===== config.mk =====
export PLATFORM = sky130hd
export DESIGN_NAME = ashc_ram
export DESIGN_NICKNAME = d
export VERILOG_FILES = /design/src/rtl/alloc_site_hash_counter_unit_macros.svh /design/src/rtl/ashc_ram.sv
export SDC_FILE = /design/constraint.sdc
export NUM_CORES = 1
export LEC_CHECK = 0
export ABC_CLOCK_PERIOD_IN_PS = 2700
export BUFFER_PORTS_ARGS = -buffer_cell sky130_fd_sc_hd__buf_4
export CAP_MARGIN = 20
export CORE_MARGIN = 1
export CORE_UTILIZATION = 30
export DETAILED_ROUTE_END_ITERATION = 10
export PLACE_DENSITY = 0.55
export REMOVE_ABC_BUFFERS = 1
export SYNTH_ARGS = -nofsm -noshare
export SYNTH_HDL_FRONTEND = slang
export SYNTH_SLANG_ARGS = --single-unit

===== constraint.sdc =====
create_clock -name aclk -period 2.7 [get_ports aclk]
set_clock_uncertainty 0.2 [all_clocks]
set_input_delay 0.54 -clock aclk [delete_from_list [all_inputs] [get_ports aclk]]
set_output_delay 0.54 -clock aclk [all_outputs]
set_load 0.01 [all_outputs]

===== src/rtl/alloc_site_hash_counter_unit_macros.svh =====
// Assertion macros shared by the allocation-site hash counter RTL.
`ifndef ALLOC_SITE_HASH_COUNTER_UNIT_MACROS_SVH
`define ALLOC_SITE_HASH_COUNTER_UNIT_MACROS_SVH

// Checked on every rising edge while the block is out of reset.
`define ASHC_ASSERT(lbl, prop, msg) \
    lbl: assert property (@(posedge aclk) disable iff (!aresetn) prop) else $error(msg);

// Checked on every rising edge, reset included.
`define ASHC_ASSERT_RST(lbl, prop, msg) \
    lbl: assert property (@(posedge aclk) prop) else $error(msg);

`endif


===== src/rtl/ashc_ram.sv =====
// Generic single-write, single-read RAM with registered read data.
`timescale 1ns / 1ps

module ashc_ram #(
    parameter int WIDTH = 8,
    parameter int DEPTH = 16
) (
    input  logic                     aclk,
    input  logic                     wr_en,
    input  logic [$clog2(DEPTH)-1:0] wr_addr,
    input  logic [WIDTH-1:0]         wr_data,
    input  logic [$clog2(DEPTH)-1:0] rd_addr,
    output logic [WIDTH-1:0]         rd_data
);

    logic [WIDTH-1:0] mem_reg [DEPTH];
    logic [WIDTH-1:0] rd_data_reg;

    always_ff @(posedge aclk) begin
        if (wr_en) begin
            mem_reg[wr_addr] <= wr_data;
        end
        rd_data_reg <= mem_reg[rd_addr];
    end

    assign rd_data = rd_data_reg;

endmodule


==> results_tabular.tex, run 1 <==
\begin{tabular}{lr}
\hline
Metric & Value \\
\hline
\multicolumn{2}{l}{\textbf{Floorplan}} \\
\quad Number of rows in the core area & between 40 and 50 \\
\quad Vert. Die Dim & 133 um \\
\quad Core Region & 16600 um\^{}2 \\
\quad Die outline area & 17700 um\^{}2 \\
\quad Effective utilization at floorplan & 30.9\% \\
\quad Overall die width & $\sim$130 um \\
\quad \# IOs & 26 \\
\multicolumn{2}{l}{\textbf{Synthesis}} \\
\quad Synthesized area per cell & approximately 22 um\^{}2 \\
\quad Post-synthesis cell count & around 230 \\
\quad Yosys warning count & 0 \\
\quad Library cell with the largest summed area after synthesis & edfxtp\_1 \\
\quad Count of state elements after synthesis & 136 \\
\quad Synth area leaders & edfxtp\_1, mux4\_2, mux4\_1, dfxtp\_1, a22oi\_1 \\
\quad Synthesized area & just over 5000 um\^{}2 \\
\quad Sequential element share of the synthesized area & 77.8\% \\
\quad Area share of the leading cell type in the synthesized netlist & 74.7\% \\
\quad Number of unique standard cell types used by synthesis & 19 \\
\multicolumn{2}{l}{\textbf{Power and ir drop}} \\
\quad Peak ir drop on the vdd network & around 0.42 mV \\
\quad Share of power burned in registers & between 50\% and 60\% \\
\quad Share of total power in the clock network & between 40\% and 50\% \\
\quad Net switching power figure & 0.907 mW \\
\quad Comb pwr share & 5.1\% \\
\quad Internal & 3.70 mW \\
\quad Cell Pwr Density & 745 nW/um\^{}2 \\
\quad Switching power as a share of total power & 19.7\% \\
\quad Static Leakage & 2.07 nW \\
\multicolumn{2}{l}{\textbf{Clock network}} \\
\quad Clock tree from TritonCTS & yes \\
\quad Root buffer cell & clkbuf\_16 \\
\quad Hold buffers post-CTS & 0 \\
\quad Maximum level of the CTS H-tree & 4 \\
\quad Total CTS buffers & 17 \\
\quad Number of post-CTS setup repair buffers & 0 \\
\quad Post\_cts resized & 0 \\
\quad Sink Count & 136 \\
\quad Later-pin clock latency in the skew report & 0.41 ns \\
\quad Deepest clock path buffer count & 2 \\
\quad Clock-pin slew on the worst setup and hold paths & about 0.050 ns \\
\multicolumn{2}{l}{\textbf{Run status}} \\
\quad Run status & complete, no violations \\
\multicolumn{2}{l}{\textbf{Timing}} \\
\quad Fin. Hold Viols & 0 \\
\quad Setup repair after global routing missed its margin & false \\
\quad Total setup violations reported at the end of the flow & 0 \\
\quad Transition time at the pin with the least slew margin & 0.724 ns \\
\quad Final critical path time including I/O delays and setup & 1.77 ns \\
\quad Count of final max-slew check failures & 0 \\
\quad Worst rel slew slack & 51.5\% \\
\quad Setup WS post-layout & slightly above 0.9 ns \\
\quad Timing-limited maximum frequency & 563 MHz \\
\quad Post-Route Setup TNS & 0 ns \\
\quad Post-route clock period utilization & 65.7\% \\
\quad Final worst hold slack & between 0.2 and 0.25 ns \\
\multicolumn{2}{l}{\textbf{Min path}} \\
\quad Beginning of the worst hold path & wr\_data[4] \\
\quad Worst Hold Path Cells & 1 \\
\quad Worst hold path class & input port to flop \\
\quad Endpoint with the worst hold slack & mem\_reg[3][4] \\
\multicolumn{2}{l}{\textbf{Critical path}} \\
\quad Worst Path Class, Setup & input port to flop \\
\quad Data arrival at the endpoint of the critical path & 1.87 ns \\
\quad Worst R2R Start & mem\_reg[1][5] \\
\quad Largest fanout on the critical path & 32 \\
\quad Worst setup path startpoint & rd\_addr[0] \\
\quad CP Data Required Time & 2.79 ns \\
\quad R2R setup slack & 1.15 ns \\
\quad Worst R2R End & rd\_data[5] \\
\quad Critical path launch point type & input port \\
\quad Length in cells of the worst reg-to-reg path & 3 \\
\quad CP endpoint kind & flop \\
\multicolumn{2}{l}{\textbf{Final layout}} \\
\quad Largest register FFs & between 100 and 150 \\
\quad Fill cell count & 1495 \\
\quad Leading cell type in the layout, fill and taps excluded & edfxtp\_1 \\
\quad Most used cells in the layout excluding fill and tap cells & edfxtp\_1, buf\_4, mux4\_2, clkbuf\_16, a22oi\_1 \\
\quad Post-layout instance count excluding filler cells & 513 \\
\quad Antenna fix cells & 0 \\
\quad Layout area overhead & 20.2\% \\
\quad Sequential standard cell area & 4000 um\^{}2 \\
\quad Multi-input logic area & 1060 um\^{}2 \\
\quad Number of nets in the final layout & between 200 and 300 \\
\quad Final Cell Area & 6180 um\^{}2 \\
\quad Share of layout cells above drive strength 1 & 29.4\% \\
\multicolumn{2}{l}{\textbf{Routing}} \\
\quad Number of nets still failing antenna checks after routing & 0 \\
\quad Routed wirelength normalized by instance count & 20.3 um \\
\quad Detailed-routing iteration count for the pre-antenna-repair pass & 5 \\
\quad Via count & 2408 \\
\quad DR DRC count & 0 \\
\quad Detailed-route vias per instance & 4.69 \\
\quad Iteration-0 DRC count of the detailed router & $\sim$270 \\
\quad Total routed wirelength & 10.4 mm \\
\multicolumn{2}{l}{\textbf{Global route}} \\
\quad Antenna violations before repair & 0 \\
\quad Global routing usage summed across all routing layers & about an eighth \\
\quad Number of global-route vias before repair & between 2000 and 2500 \\
\quad Maximum number of pins on one net before global-route repair & 33 \\
\quad Total congestion overflow after global routing & 0 \\
\quad Global-route wire length before repair & $\sim$16 mm \\
\multicolumn{2}{l}{\textbf{Place}} \\
\quad Detailed placement HPWL & 6.60 mm \\
\quad Setup Slack @ Placement & 0.484 ns \\
\quad Placed Instance Area & 5670 um\^{}2 \\
\quad Number of buffer cells added on primary ports & 25 \\
\quad Placed Cells & around 480 \\
\quad Routability Congestion & 0.742 \\
\multicolumn{2}{l}{\textbf{Flow run}} \\
\quad Number of max-capacitance violations reported & 0 \\
\hline
\end{tabular}
==> cells in the mapped netlist <==
cell,instances
and2b_1,1
mux4_1,14
or3b_2,1
buf_4,1
buf_2,3
nor2b_1,1
dfxtp_1,8
nor3_1,4
nand3_1,1
edfxtp_1,128
nor2_1,13
nand2_1,9
nand3b_1,2
mux4_2,18
buf_6,3
a22oi_1,16
clkdlybuf4s25_2,3
nand2b_1,2
and2_1,1
==> stage by stage <==
stage          power [mW]  utilization (%)
2_1_floorplan        2.52                -
3_3_place_gp         2.66             34.1
3_5_place_dp         2.66             34.1
4_1_cts              4.65             37.2
5_1_grt              4.75             37.2
6_report             4.61             37.2
==> worst max-delay path, cell delays in order <==
cell and delay [ns]:
buf_4 0.09, buf_12 0.24, mux4_1 0.58, a22oi_1 0.30, nand2_1 0.08
==> per-layer routing <==
| layer | track usage (%) | vias up | share of wire, % |
|---|---|---|---|
| li1 | - | 1084 | - |
| met1 | 17.6 | 1246 | 46 |
| met2 | 18.7 | 68 | 47 |
| met3 | 3.95 | 10 | 6.0 |
| met4 | 5.56 | 0 | 1.2 |
| met5 | 0 | - | 0 |
==> kinds of logic after synthesis <==
kind of cell,count (synthesis),share of synthesized area (%)
simple gates,35,3.18
buf+inv,10,1.68
flops,136,77.8
compound gates,16,2.33
mux,32,15.0
==> cell type report <==
| cell class | count | share of cell area (%) |
|---|---|---|
| Sequential cell | 136 | 64.7 |
| Multi-Input combinational cell | 83 | 17.1 |
| Tap cell | 220 | 4.45 |
| Clock inverter | 5 | 0.384 |
| Clock buffer | 26 | 7.91 |
| Timing Repair Buffer | 43 | 5.42 |
==> power by group through the flow <==
stage / combinational [mW] / sequential, mW / clock (mW)
after global routing: 0.257 / 2.38 / 2.12
after global placement: 0.237 / 2.42 / 0
after CTS: 0.242 / 2.38 / 2.03
after floorplan: 0.0946 / 2.42 / 0
after detailed placement: 0.241 / 2.42 / 0
final: 0.235 / 2.38 / 1.99
==> worst max path at each step <==
stage | endpoint | cells past startpoint | slack [ns]
floorplan | mem_reg[0][0] | 2 | 0.47
global placement | rd_data[5] | 5 | 0.49
detailed placement | rd_data[1] | 5 | 0.48
CTS | rd_data[1] | 5 | 0.92
global route | rd_data[1] | 5 | 0.85
finish | rd_data[5] | 5 | 0.93
Power figures use the tool's default switching activity.
==> run 2, diff against run 1 <==
Settings changed: ABC_CLOCK_PERIOD_IN_PS 2700 to 1700.
Clock period 2.7 ns to 1.7 ns, I/O delays scaled along.
==> results_tabular.tex, run 2 (same netlist as run 1, synthesis figures left out) <==
\begin{tabular}{lr}
\hline
Metric & Value \\
\hline
\multicolumn{2}{l}{\textbf{Floorplan}} \\
\quad \# IOs & 26 (unchanged) \\
\quad Number of rows in the core area & 47 (unchanged) \\
\quad Die outline area & 17700 um\^{}2 (unchanged) \\
\quad Overall die width & 133 um (unchanged) \\
\quad Effective utilization at floorplan & 30.9\% (unchanged) \\
\quad Vert. Die Dim & 133 um (unchanged) \\
\quad Core Region & 16600 um\^{}2 (unchanged) \\
\multicolumn{2}{l}{\textbf{Final layout}} \\
\quad Share of layout cells above drive strength 1 & 33.1\% (+3.8 points) \\
\quad Number of nets in the final layout & 310 (+3.7\%) \\
\quad Final design utilization & 38.2\% (+1.0 points) \\
\quad Antenna fix cells & 0 (unchanged) \\
\quad Largest register FFs & 128 (unchanged) \\
\quad Fill cell count & 1480 (-1.0\%) \\
\quad Post-layout instance count excluding filler cells & 525 (+2.3\%) \\
\quad Leading cell type in the layout, fill and taps excluded & edfxtp\_1 \\
\quad Most used cells in the layout excluding fill and tap cells & edfxtp\_1, buf\_4, mux4\_2, clkbuf\_16, a22oi\_1 \\
\quad Layout area overhead & 23.5\% \\
\multicolumn{2}{l}{\textbf{Flow run}} \\
\quad Number of max-capacitance violations reported & 0 (unchanged) \\
\multicolumn{2}{l}{\textbf{Min path}} \\
\quad Worst hold path class & input port to flop \\
\multicolumn{2}{l}{\textbf{Routing}} \\
\quad DR DRC count & 0 (unchanged) \\
\quad Detailed-route vias per instance & 4.71 (+0.35\%) \\
\quad Routed wirelength normalized by instance count & 20.1 um (-0.92\%) \\
\quad Detailed-routing iteration count for the pre-antenna-repair pass & 4 (-1) \\
\quad Iteration-0 DRC count of the detailed router & 233 (-13\%) \\
\quad Via count & 2473 (+2.7\%) \\
\quad Total routed wirelength & 10.5 mm (+1.4\%) \\
\quad Number of nets still failing antenna checks after routing & 0 (unchanged) \\
\multicolumn{2}{l}{\textbf{Run status}} \\
\quad Run status & complete, no violations \\
\multicolumn{2}{l}{\textbf{Clock network}} \\
\quad Root buffer cell & clkbuf\_16 \\
\quad Clock-pin slew on the worst setup and hold paths & 0.05 ns (about the same) \\
\quad Post\_cts resized & 0 (unchanged) \\
\quad Total CTS buffers & 17 (unchanged) \\
\quad Hold buffers post-CTS & 0 (unchanged) \\
\quad Deepest clock path buffer count & 2 (unchanged) \\
\quad Maximum level of the CTS H-tree & 4 (unchanged) \\
\quad Later-pin clock latency in the skew report & 0.42 ns (about the same) \\
\quad Number of post-CTS setup repair buffers & 0 (unchanged) \\
\quad Sink Count & 136 (unchanged) \\
\quad Clock tree from TritonCTS & yes \\
\multicolumn{2}{l}{\textbf{Place}} \\
\quad Routability Congestion & 0.708 (-4.5\%) \\
\quad Placed Cells & 493 (+2.3\%) \\
\quad Number of buffer cells added on primary ports & 25 (unchanged) \\
\quad Detailed placement HPWL & 7.09 mm (+7.4\%) \\
\multicolumn{2}{l}{\textbf{Timing}} \\
\quad Setup repair after global routing missed its margin & false \\
\quad Transition time at the pin with the least slew margin & 0.792 ns (+0.0673 ns) \\
\quad Final critical path time including I/O delays and setup & 1.64 ns \\
\quad Count of final max-slew check failures & 0 (unchanged) \\
\quad Fin. Hold Viols & 0 (unchanged) \\
\quad Worst rel slew slack & 47.1\% (-4.4 points) \\
\quad Post-route clock period utilization & 96.6\% \\
\quad Post-Route Setup TNS & 0 ns (unchanged) \\
\quad Total setup violations reported at the end of the flow & 0 (unchanged) \\
\quad Timing-limited maximum frequency & between 600 and 700 MHz \\
\multicolumn{2}{l}{\textbf{Power and ir drop}} \\
\quad Net switching power figure & 1.50 mW (+65\%) \\
\quad Share of total power in the clock network & 44.6\% (+1.3 points) \\
\quad Cell Pwr Density & 1190 nW/um\^{}2 (+59\%) \\
\quad Share of power burned in registers & 50.0\% (-1.6 points) \\
\quad Comb pwr share & 5.3\% (+0.2 points) \\
\quad Peak ir drop on the vdd network & 0.732 mV (+74\%) \\
\quad Static Leakage & 2.16 nW (+4.2\%) \\
\quad Final total power & 7.55 mW (+64\%) \\
\quad Internal & 6.05 mW (+64\%) \\
\quad Switching power as a share of total power & 19.9\% (+0.17 points) \\
\multicolumn{2}{l}{\textbf{Critical path}} \\
\quad CP Data Required Time & 1.80 ns (-0.99 ns) \\
\quad Data arrival at the endpoint of the critical path & 1.74 ns (-0.13 ns) \\
\quad Cell-by-cell listing of the critical path & mux4\_1 -> a22oi\_1 -> nand2\_1 \\
\quad Critical path launch point type & flop \\
\quad Slowest stage cell on the critical path & mux4\_1 \\
\quad Largest fanout on the critical path & 1 (-97\%) \\
\quad CP endpoint kind & flop \\
\quad Critical Path Max Stage Delay & 0.52 ns (-0.06 ns) \\
\quad Worst Path Class, Setup & flop to flop \\
\multicolumn{2}{l}{\textbf{Global route}} \\
\quad Global-route wire length before repair & 15.9 mm (+1.4\%) \\
\quad Met2 GRT Util & 19.4\% (+0.73 points) \\
\quad Peak-usage layer in the global routing report & met2 \\
\quad Total congestion overflow after global routing & 0 (unchanged) \\
\quad Number of global-route vias before repair & 2562 (+3.2\%) \\
\quad Antenna violations before repair & 0 (unchanged) \\
\quad Maximum number of pins on one net before global-route repair & 21 (-36\%) \\
\quad Met3 global-route usage & 4.10\% (+0.15 points) \\
\quad Fraction of met1 tracks used by global routing & 17.7\% (+0.16 points) \\
\quad Global routing usage summed across all routing layers & 13.1\% (+0.32 points) \\
\hline
\end{tabular}
==> run 2: critical path, delay by kind of cell, from the launching register on <==
family / cells / cell delay, ns
AO/OA/AOI/OAI: 1 / 0.36
flip-flops: 1 / 0.36
multiplexers: 1 / 0.52
AND/OR/NAND/NOR: 1 / 0.09
==> run 2: routing by layer <==
metal	share of wire, %	wire length [um]
met1	47	4930
met2	47	4910
met3	4.8	502
met4	1.9	198
met5	0	0
==> run 2: path summary, 6_finish.rpt <==
kind	from	to	slack, ns	depth (start not counted)
worst max-delay path	mem_reg[2][5]	rd_data[5]	0.06	3
worst min-delay path	wr_data[7]	mem_reg[8][7]	0.03	1
worst max register to register	mem_reg[2][5]	rd_data[5]	0.06	3
worst min register to register	mem_reg[7][2]	rd_data[2]	0.45	3
==> run 2: power groups by stage <==
stage               combinational (mW)  sequential (mW)  clock, mW
floorplan                        0.150             3.84          0
global placement                 0.406             3.84          0
detailed placement               0.412             3.85          0
CTS                              0.412             3.78       3.42
global route                     0.439             3.78       3.55
finish                           0.403             3.78       3.37
==> run 2: cell type report <==
type / count / area, um^2 / area share (%)
multi-input cells: 83 / 1060 / 16.6
repair buffers: 54 / 468 / 7.36
well taps: 220 / 275 / 4.33
flip-flops and latches: 136 / 4000 / 63.0
clock inverters: 9 / 73.8 / 1.16
clock buffers: 23 / 478 / 7.52
==> run 2: stage by stage <==
stage          hold slack, ns  worst slack [ns]  area [um^2]
6_report               0.0346            0.0574         6360
5_1_grt                0.0263            0.0178         6360
4_1_cts                0.0210            0.0642         6360
3_5_place_dp            0.450            -0.308         5800
3_3_place_gp            0.453            -0.316         5800
2_1_floorplan           0.239            -0.333         5060
